===== src/hdl/tmi_ram.sv =====
// ----------------------------------------------------------------------------
// tmi_ram
// Generic single-write, single-read memory with registered read data.
// ----------------------------------------------------------------------------
`default_nettype none

module tmi_ram #(
  parameter int WIDTH = 32,
  parameter int DEPTH = 64
) (
  input  wire logic                                   clk,
  input  wire logic                                   we,
  input  wire logic [((DEPTH > 1) ? $clog2(DEPTH) : 1)-1:0] waddr,
  input  wire logic [WIDTH-1:0]                       wdata,
  input  wire logic [((DEPTH > 1) ? $clog2(DEPTH) : 1)-1:0] raddr,
  output logic      [WIDTH-1:0]                       rdata
);

  logic [WIDTH-1:0] mem [DEPTH];

  always_ff @(posedge clk) begin
    if (we) begin
      mem[waddr] <= wdata;
    end
    rdata <= mem[raddr];
  end

endmodule

`default_nettype wire


===== config.mk =====
export PLATFORM = sky130hd
export DESIGN_NAME = tmi_ram
export DESIGN_NICKNAME = d
export VERILOG_FILES = /design/src/hdl/tmi_ram.sv
export SDC_FILE = /design/constraint.sdc
export NUM_CORES = 2
export LEC_CHECK = 0
export ABC_AREA = 1
export BUFFER_PORTS_ARGS = -buffer_cell sky130_fd_sc_hd__buf_4
export CAP_MARGIN = 40
export CORE_UTILIZATION = 45
export CTS_CLUSTER_SIZE = 20
export DETAILED_ROUTE_END_ITERATION = 6
export HOLD_SLACK_MARGIN = 0.15
export RECOVER_POWER = 50
export SYNTH_ARGS = -nofsm -noshare
export SYNTH_HDL_FRONTEND = slang
export SYNTH_SLANG_ARGS = --single-unit

===== constraint.sdc =====
create_clock -name clk -period 6 [get_ports clk]
set_input_delay 1.2 -clock clk [delete_from_list [all_inputs] [get_ports clk]]
set_output_delay 1.2 -clock clk [all_outputs]
set_load 0.005 [all_outputs]

==> impl_summary.md <==
Drt
The initial detailed-routing violation count is 6,797. The routed design has 241,000 µm of wire. Dividing the detail-routed via count by the number of cells gives 5.67. In this run the remaining antenna-violating nets after routing total 0.

After detailed routing, the met2 layer carries 114,000 µm of wire. Detailed routing inserted a total of 53,393 vias. The first-pass iteration count of the detailed router is 5. The detail-routed net length per standard cell is 25.6 µm.

The DRC violations left is 0. In the final routing, the length of wire on met1 measures 98,700 µm. The highest metal layer carrying signal wires in the routed design is met5.

Summed over all nets, wire length on met3 after detailed routing comes to 18,600 µm.

Timing
In the finished design, the share of the clock period the worst path needs comes to 0.691. For the final routed database, the setup TNS stands at 0 ns. Setup repair after global routing left no endpoint under its margin.

Static timing analysis puts the maximum clock frequency at 0.241 GHz. The final critical-path required period is 4.15 ns. After layout, the worst setup slack is 1.85 ns. The measured slew at the worst slew-check pin is 4.02 ns. The final-report max-slew violation count was 2,130. The worst-case clock skew is 0.0351 ns. The number of hold violations in the final report is 0.

The total setup violations reported at the end of the flow is 0. The headroom to the max-slew limit is -1.68.

Clock tree
The number of sinks on the clock net is 2,080. CTS built an H-tree with a depth of 4. Clock latency on the worst-skew pair, taken at its later pin, is 0.85 ns. TritonCTS built the clock tree. The number of hold buffers added after CTS was 0. The number of buffers added for setup after CTS is 0.

The buffer depth of the longest clock path is 3. Once the clock tree was built, the resizer swapped 0 gates to a different size. The number of clock buffers added by TritonCTS is 205. The root buffer cell is sky130_fd_sc_hd__clkbuf_16.

Clock-pin slew was measured on the worst setup and hold paths at 0.06 ns.

Global routing
The initial antenna violation count came to 14. The first-pass GRT wire length is 350,000 µm. The number of global-route vias before repair came to 50,159. The largest net degree at the start of global routing is 166. The total overflow reported by the global router is 0. For this run, the total global-route usage over all layers was measured as 0.258.

Finish
The share of post-route cells with drive strength above 1 is 0.0807. For this run, the post-layout net count is 6,814. For this run, the share of the core covered by cells in the final layout is 0.508.

The multi-input gate area in the final layout is 0.0188 mm². After routing the design area is 0.0928 mm². Registers take 0.0621 mm². The layout filler cell count is 15,637. The layout-stage area growth over the synthesis result is 12.2%.

Floorplan
The floorplan core area is 0.183 mm². The die is 431 µm wide. The die footprint is 0.186 mm². The initial core utilization is 0.452.

78 I/O pins were placed. The floorplan step set the die height to 431 µm. The number of placement rows is 157.

Worst setup path
Walking the worst path, the cells encountered are clkbuf_4, clkbuf_1. The worst setup path is of the in2reg kind. The required arrival time at the worst endpoint is 6.04 ns.

The data arrival time of the critical path is 4.19 ns. The count of buffering cells on the critical path with inverters included is 2. The most critical setup path has its startpoint at wdata[26]. The reg-to-reg startpoint is mem[7][21].

The peak per-stage delay on the critical path is 2.77 ns. The startpoint type of the worst setup path is a primary input. The slowest stage of the critical path is the sky130_fd_sc_hd__clkbuf_1 cell.

The worst setup path is captured at a register. The cell family contributing the most delay on the critical path is buffers and inverters. The maximum fanout along the worst path is 64.

Yosys
By area the synthesized netlist is led by sky130_fd_sc_hd__edfxtp_1 74%, sky130_fd_sc_hd__nand3_1 12%, sky130_fd_sc_hd__nand2_1 10%, sky130_fd_sc_hd__buf_2 1.7%, sky130_fd_sc_hd__dfxtp_1 0.77%. Of the synthesized area, sequential elements account for 0.751. The number of nets produced by synthesis is 6,815. In this run the cell area of the synthesized design comes to 0.0827 mm². Synthesis produced a netlist whose cell count is 6,769.

The total number of yosys warnings is 0. Synthesis instantiated 16 different standard cells from the library. In this run the mean area of a mapped cell was 12.2 µm². The biggest area contributor in the post-synthesis netlist is sky130_fd_sc_hd__edfxtp_1.

The area share of the largest cell type after synthesis is 0.743. After synthesis the netlist holds a flip-flop and latch count of 2,080.

Placement
The post-place setup slack is 1.77 ns. The congestion estimate from routability-driven global placement came to 0.823. The count of buffers added on input and output ports is 77. The post-detailed-placement half-perimeter wirelength is 126,000 µm. The standard cell area after detailed placement is 0.0866 mm².

Power and ir drop
Summed over all cells, the static leakage comes to 32.3 nW. The worst-case IR drop observed on VDD is 0.000275 V. The power density over the cells is 329 mW/mm².

The completed layout was analyzed and its total power is 30.5 mW.

Hold path
The tightest min-delay check is of the reg2reg type. The source of the worst hold timing path is mem[26][23].

Status
The run finished, with violations left. The final reports fail on max-capacitance violations, max-slew violations.

Job
The tool flagged a number of max-cap violations equal to 35.
[sequential cells by signal, summed over array words and instances (netlist names)]
register and cells:
mem 2048, rdata 32
[cells in the mapped netlist]
cell type / number
sky130_fd_sc_hd__inv_4: 1
sky130_fd_sc_hd__inv_2: 2
sky130_fd_sc_hd__nand3_1: 1907
sky130_fd_sc_hd__buf_4: 45
sky130_fd_sc_hd__nand2_1: 2248
sky130_fd_sc_hd__buf_6: 3
sky130_fd_sc_hd__nor2_1: 56
sky130_fd_sc_hd__nand4_1: 9
sky130_fd_sc_hd__buf_8: 2
sky130_fd_sc_hd__inv_1: 9
sky130_fd_sc_hd__dfxtp_1: 32
sky130_fd_sc_hd__buf_1: 40
sky130_fd_sc_hd__nor4_1: 8
sky130_fd_sc_hd__clkbuf_1: 77
sky130_fd_sc_hd__buf_2: 282
sky130_fd_sc_hd__edfxtp_1: 2048
[cells in the final DEF, fill, tap and decap left out, drive strengths merged, types with 9 or more instances in the layout]
| cell | count |
|---|---|
| dfxtp | 32 |
| bufinv | 12 |
| nand4 | 9 |
| buf | 201 |
| clkinv | 81 |
| nand2 | 2248 |
| nor2 | 56 |
| edfxtp | 2048 |
| inv | 20 |
| clkbuf | 312 |
| nand3 | 1907 |
[worst paths after layout]
check                 to  slack (ns)  cells after the start
min            rdata[23]        0.79                      8
min reg2reg    rdata[23]        0.79                      8
max reg2reg    rdata[21]        4.21                      8
max          mem[28][26]        1.85                      2
[cells by family (layout without fill, tap and decap cells)]
group	after synthesis	count (layout)	synth area share
buffers and inverters	461	634	0.0278
flip-flops	2080	2080	0.751
other	0	6	0
AND/OR/NAND/NOR	4228	4228	0.221
[layout make-up]
| cell class | count | share of cell area |
|---|---|---|
| Clock inverter | 109 | 0.0101 |
| Multi-Input combinational cell | 4228 | 0.202 |
| Clock buffer | 272 | 0.0594 |
| Inverter | 12 | 0.000876 |
| Antenna cell | 6 | 0.000162 |
| Tap cell | 2464 | 0.0332 |
| Sequential cell | 2080 | 0.669 |
| Timing Repair Buffer | 241 | 0.0248 |
[power breakdown]
group / switching (mW) / leakage (nW) / internal [mW]
clock: 5.48 / 3.14 / 6.97
sequential: 0.0766 / 18.7 / 16.1
combinational: 1.44 / 10.5 / 0.445
[per-layer routing]
layer  track usage  vias to the layer above
li1              -                    24138
met1         0.354                    26515
met2         0.412                     2328
met3        0.0391                      410
met4         0.105                        2
met5             0                        -
[through the flow]
step	std cells	hold WS, ns
detailed placement	9025	0.790
finish	9412	0.793
CTS	9406	0.622
global route	9409	0.869
global placement	9002	0.782
floorplan	6769	0.721
No activity file was read; power rests on OpenSTA's default activity.
