## src/hdl/tmi_pkg.sv

```systemverilog
// ----------------------------------------------------------------------------
// tmi_pkg
// Shared types, constants and saturating helpers for the triangular inverse.
// ----------------------------------------------------------------------------
`default_nettype none

package tmi_pkg;

  localparam logic signed [31:0] Q_MAX = 32'sh7FFF_FFFF;
  localparam logic signed [31:0] Q_MIN = 32'sh8000_0000;

  localparam logic [1:0] REG_UPPER_MODE   = 2'd0;
  localparam logic [1:0] REG_UNIT_DIAG    = 2'd1;
  localparam logic [1:0] REG_SIZE_IN_USE  = 2'd2;

  typedef enum logic [1:0] {
    OP_MUL = 2'b01,
    OP_DIV = 2'b10
  } op_t;

  typedef struct packed {
    logic start;
    op_t  op;
  } alu_req_t;

  typedef struct packed {
    logic done;
    logic zero_div;
  } alu_rsp_t;

  function automatic logic [31:0] mag32(input logic signed [31:0] x);
    mag32 = x[31] ? 32'(-x) : 32'(x);
  endfunction

  // Signed result from a magnitude and a sign, saturated to 32 bits.
  function automatic logic signed [31:0] from_mag(input logic [63:0] m, input logic neg);
    if (neg) begin
      if (m >= 64'h8000_0000) from_mag = Q_MIN;
      else from_mag = -$signed(m[31:0]);
    end else begin
      if (m > 64'h7FFF_FFFF) from_mag = Q_MAX;
      else from_mag = $signed(m[31:0]);
    end
  endfunction

  function automatic logic signed [31:0] sat_neg(input logic signed [31:0] x);
    sat_neg = (x == Q_MIN) ? Q_MAX : -x;
  endfunction

  function automatic logic signed [31:0] sat_sub(input logic signed [31:0] a,
                                                 input logic signed [31:0] b);
    logic signed [32:0] d;
    d = {a[31], a} - {b[31], b};
    if (d[32] != d[31]) sat_sub = d[32] ? Q_MIN : Q_MAX;
    else sat_sub = d[31:0];
  endfunction

endpackage

`default_nettype wire

```

## src/hdl/tmi_alu.sv

```systemverilog
// ----------------------------------------------------------------------------
// tmi_alu
// Shared fixed-point unit: rounded multiply and bit-serial rounded divide
// (one quotient bit per cycle).
// ----------------------------------------------------------------------------
`default_nettype none

module tmi_alu #(
  parameter int FRAC_BITS = 16
) (
  input  wire logic                clk,
  input  wire logic                rst,
  input  wire tmi_pkg::alu_req_t   req,
  input  wire logic signed [31:0]  a,
  input  wire logic signed [31:0]  b,
  output tmi_pkg::alu_rsp_t        rsp,
  output logic signed [31:0]       result
);

  localparam int NW   = 32 + FRAC_BITS;
  localparam int CNTW = $clog2(NW + 1);
  localparam logic [63:0] HALF = (64'd1 << FRAC_BITS) >> 1;

  typedef enum logic [3:0] {
    A_IDLE = 4'b0001,
    A_MUL  = 4'b0010,
    A_DIV  = 4'b0100,
    A_RND  = 4'b1000
  } alu_state_t;

  alu_state_t         state;
  logic signed [63:0] prod;
  logic [NW-1:0]      quo;
  logic [31:0]        rem;
  logic [31:0]        den;
  logic               neg;
  logic [CNTW-1:0]    cnt;
  logic               done;
  logic               zdiv;

  logic [32:0]   rem2;
  logic          ge;
  logic [63:0]   pmag;
  logic [63:0]   prnd;
  logic [NW:0]   qrnd;

  always_comb begin
    rem2 = {rem, quo[NW-1]};
    ge   = rem2 >= {1'b0, den};
    pmag = prod[63] ? 64'(-prod) : 64'(prod);
    prnd = (pmag + HALF) >> FRAC_BITS;
    qrnd = {1'b0, quo} + (NW+1)'({rem, 1'b0} >= {1'b0, den});
  end

  always_ff @(posedge clk) begin
    if (rst) begin
      state <= A_IDLE;
      done  <= 1'b0;
      zdiv  <= 1'b0;
    end else begin
      done <= 1'b0;
      zdiv <= 1'b0;
      unique case (state)
        A_IDLE: begin
          if (req.start) begin
            if (req.op == tmi_pkg::OP_MUL) begin
              prod  <= a * b;
              state <= A_MUL;
            end else if (b == 32'sd0) begin
              result <= a[31] ? tmi_pkg::Q_MIN : tmi_pkg::Q_MAX;
              zdiv   <= 1'b1;
              done   <= 1'b1;
            end else begin
              quo   <= NW'(tmi_pkg::mag32(a)) << FRAC_BITS;
              den   <= tmi_pkg::mag32(b);
              rem   <= 32'd0;
              neg   <= a[31] ^ b[31];
              cnt   <= CNTW'(NW);
              state <= A_DIV;
            end
          end
        end
        A_MUL: begin
          result <= tmi_pkg::from_mag(prnd, prod[63]);
          done   <= 1'b1;
          state  <= A_IDLE;
        end
        A_DIV: begin
          rem <= ge ? 32'(rem2 - {1'b0, den}) : rem2[31:0];
          quo <= {quo[NW-2:0], ge};
          cnt <= cnt - CNTW'(1);
          if (cnt == CNTW'(1)) begin
            state <= A_RND;
          end
        end
        A_RND: begin
          result <= tmi_pkg::from_mag(64'(qrnd), neg);
          done   <= 1'b1;
          state  <= A_IDLE;
        end
        default: state <= A_IDLE;
      endcase
    end
  end

  assign rsp.done     = done;
  assign rsp.zero_div = zdiv;

endmodule

`default_nettype wire

```

## config.mk

```make
export PLATFORM = sky130hd
export DESIGN_NAME = tmi_alu
export DESIGN_NICKNAME = d
export VERILOG_FILES = /design/src/hdl/tmi_pkg.sv /design/src/hdl/tmi_alu.sv
export SDC_FILE = /design/constraint.sdc
export NUM_CORES = 2
export LEC_CHECK = 0
export ABC_AREA = 1
export CAP_MARGIN = 15
export CORE_MARGIN = 2
export CORE_UTILIZATION = 33
export DETAILED_ROUTE_END_ITERATION = 6
export DONT_BUFFER_PORTS = 1
export PLACE_DENSITY = 0.44
export SLEW_MARGIN = 10
export SYNTH_ARGS = -nofsm -noshare
export SYNTH_HDL_FRONTEND = slang
export SYNTH_SLANG_ARGS = --single-unit
export TNS_END_PERCENT = 50
```

## constraint.sdc

```tcl
create_clock -name clk -period 19.7 [get_ports clk]
set_clock_uncertainty 0.2 [all_clocks]
set_input_delay 3.94 -clock clk [delete_from_list [all_inputs] [get_ports clk]]
set_output_delay 3.94 -clock clk [all_outputs]
set_load 0.005 [all_outputs]
```

==> flow_metrics.tcl <==
set metrics [dict create \
    drive_above_1_share 0.0252 \
    diodes 0 \
    r2r_start "rem[9]" \
    drt_iter0_drc 3031 \
    cts_root_buffer "clkbuf_16" \
    start_kind "primary input" \
    post_cts_resized 0 \
    critPathKind "in2reg" \
    synth_nets 9134 \
    synthFlopType "edfxtp_1" \
    cts.path.max_buffers 3 \
    synth-xor-area-share 0.0342 \
    dieArea_mm2 0.178 \
    ys_top_cells_by_area "fa_1 (38%), inv_1 (14%), nand2_1 (13%)" \
    tritoncts "yes" \
    holdCritPathClass "reg2reg" \
    cts_num_sinks 221 \
    hold_depth 2 \
    synth_mux_area_frac 0 \
    tns_ns 0 \
    synth.avg_cell_area_um2 7.44 \
    firstDrtPassIters 6 \
    synth-simple-area-share 0.221 \
    drv_cap 0 \
    h-tree-depth 1 \
    relSlewSlack 0.362 \
    rows 153 \
    route.vias.total 46400 \
    clkLatencyLatePin_ns 0.59 \
    drc_errors 0 \
    synth_top_family_by_area "adder cells" \
    endpoint_kind "register" \
    grt_pass1_wl_um 303000 \
    r2r_end "result[14]" \
    cp_slowest_cell "fa_1" \
    core_area_mm2 0.174 \
    synth-edff-count 215 \
    whs_endpoint "quo[29]" \
    synthArstFlopShare 0 \
    setup_viol 0 \
    grt_max_degree 80 \
    yosys.area.top_type "fa_1" \
    multi_input_area_mm2 0.0419 \
    status "finished, final reports clean" \
    netlist_instances 7754 \
    synth_seq_cells 221 \
    synth_compound_area_frac 0.0453 \
    yosys.area_share.adder 0.425 \
    clkTransAtPathRegs_ns 0.06 \
    areaGrowthSynthToFinish_pct 4.79 \
    gp_congestion 0.895 \
    crit_buf_inv 8 \
    slew_violations 0 \
    min_period_ns 11.41 \
    ios 103 \
    worstMarginPinSlew_ns 0.954 \
    io_buffers 0 \
    hpwl_um 153000 \
    path_delay_family "adder cells" \
    wl_per_cell_um 19.7 \
    cts_hold_buf 0 \
    grt-ovfl-total 0 \
    cp_max_fo 48 \
    synth.top_cell.area_share 0.376 \
    min_from "quo[28]" \
    synth.cell_area_mm2 0.0577 \
    die_w_um 422 \
    grt_pass1_vias 49500 \
    synth-seq-area-share 0.114 \
    slowest_delay_ns 0.87 \
    detail-route-antenna-nets 0 \
    drt_wl_total_um 193000 \
    fmax_ghz 0.0876 \
    hold_viol 0 \
    worst-r2r-cell-count 29 \
    cts_setup_buffers 0 \
    rsz0062_at_grt "false" \
    fin_nets 8856 \
    die_h_um 422 \
    regArea_mm2 0.00658 \
    cts_buffers 28 \
    fillers 18700 \
    via_per_inst 4.73 \
    antenna_found_initial 2 \
    fin_crit_sh 0.579 \
    required_ns 19.82 \
    initial_core_util 0.332 \
    arrival_ns 11.53 \
    grt_util_all_layers 0.221 \
    ys.warnings.count 0 \
    r2r_slack_ns 13.23 \
    synthDistinctLibCells 54 \
]
[stage by stage]
step / util / setup slack [ns] / hold WS [ns] / instances / instance area, µm²
after detailed placement: 0.342 / 7.62 / 0.350 / 9771 / 59500
after global routing: 0.348 / 7.82 / 0.397 / 9821 / 60400
after CTS: 0.348 / 8.24 / 0.368 / 9821 / 60400
after floorplan: - / 7.61 / 0.325 / 7754 / 57700
final: 0.348 / 8.29 / 0.366 / 9821 / 60400
after global placement: 0.342 / 7.52 / 0.355 / 9771 / 59500
[area by class of cell]
| type | instances | share of cell area |
|---|---|---|
| repair buffers | 21 | 0.00261 |
| multi-input cells | 5085 | 0.693 |
| flip-flops and latches | 221 | 0.109 |
| inverters | 2119 | 0.132 |
| clock buffers | 33 | 0.0123 |
| clock inverters | 17 | 0.00325 |
| well taps | 2325 | 0.0481 |
[registers in the layout, indices dropped and copies added, names as in the netlist, 4 cells and up]
name and flops:
prod 64, result 32, state 4, quo 48
cnt 6, rem 32, den 32
[routing by layer]
layer | part of all wire | wire [µm] | track usage | up-vias
li1 | - | - | - | 22000
met1 | 0.46 | 89100 | 0.307 | 23200
met2 | 0.48 | 92000 | 0.376 | 1031
met3 | 0.049 | 9520 | 0.0246 | 149
met4 | 0.014 | 2690 | 0.0326 | 0
met5 | 0 | 0 | 0 | -
[tightest hold or removal path: stages (launching register included)]
cell      delay [ns]
edfxtp_1        0.35
nand2_1         0.05
o21ai_0         0.06
[kinds of logic (layout without fill, tap and decap cells)]
logic type               after synthesis  after routing
AO/OA/AOI/OAI                        483            483
XOR/XNOR                             225            225
adder cells (fa/ha/maj)             1311           1311
buffers and inverters               2448           2190
flip-flops                           221            221
AND/OR/NAND/NOR                     3066           3066
[synthesized netlist by cell type (4+ instances only)]
library cell and number:
nor3_1 76, xnor2_1 77, a21o_1 10, a21boi_0 4
nor3b_1 4, inv_2 20, nor2_4 11, a31oi_1 28
ha_1 228, nand3_1 229, fa_1 1083, inv_1 2097
edfxtp_1 215, o21ai_0 160, buf_1 38, nand2_1 1953
xor2_1 148, dfxtp_1 6, o31ai_1 7, or2_2 11
o22ai_1 4, o21ai_1 27, buf_2 9, o211ai_1 8
nor2_2 37, nand2_2 26, o21a_1 11, nand3b_1 31
nand4_1 96, nand3_2 6, a21oi_1 207, nor4_1 31
nor2_1 542, o221ai_1 5, clkbuf_1 276
[placed cells by master, fill, tap and decap left out, types with 5 or more instances in the layout]
cell	count
a21o_1	10
a21oi_1	207
a31oi_1	28
buf_4	21
clkbuf_16	29
clkinv_1	9
clkinv_4	5
dfxtp_1	6
edfxtp_1	215
fa_1	1083
ha_1	228
inv_1	2096
inv_2	20
nand2_1	1953
nand2_2	26
nand3_1	229
nand3_2	6
nand3b_1	31
nand4_1	96
nor2_1	541
nor2_2	37
nor2_4	12
nor3_1	75
nor4_1	29
nor4_2	5
o211ai_1	8
o21a_1	11
o21ai_0	160
o21ai_1	27
o221ai_1	5
o31ai_1	7
or2_2	11
xnor2_1	77
xor2_1	147
[how the worst max path moves through the flow]
| stage | depth (start not counted) | end | startpoint | slack, ns |
|---|---|---|---|---|
| finish | 26 | prod[57] | a[31] | 8.29 |
| detailed placement | 26 | prod[57] | a[31] | 7.62 |
| global route | 26 | prod[57] | a[31] | 7.82 |
| CTS | 26 | prod[57] | a[31] | 8.24 |
| global placement | 27 | prod[61] | a[31] | 7.52 |
| floorplan | 17 | cnt[0] | b[0] | 7.61 |
Power is left out: the tool's default activity adds up to more than one toggle a clock period on the data nets, which glitch-free logic cannot reach.
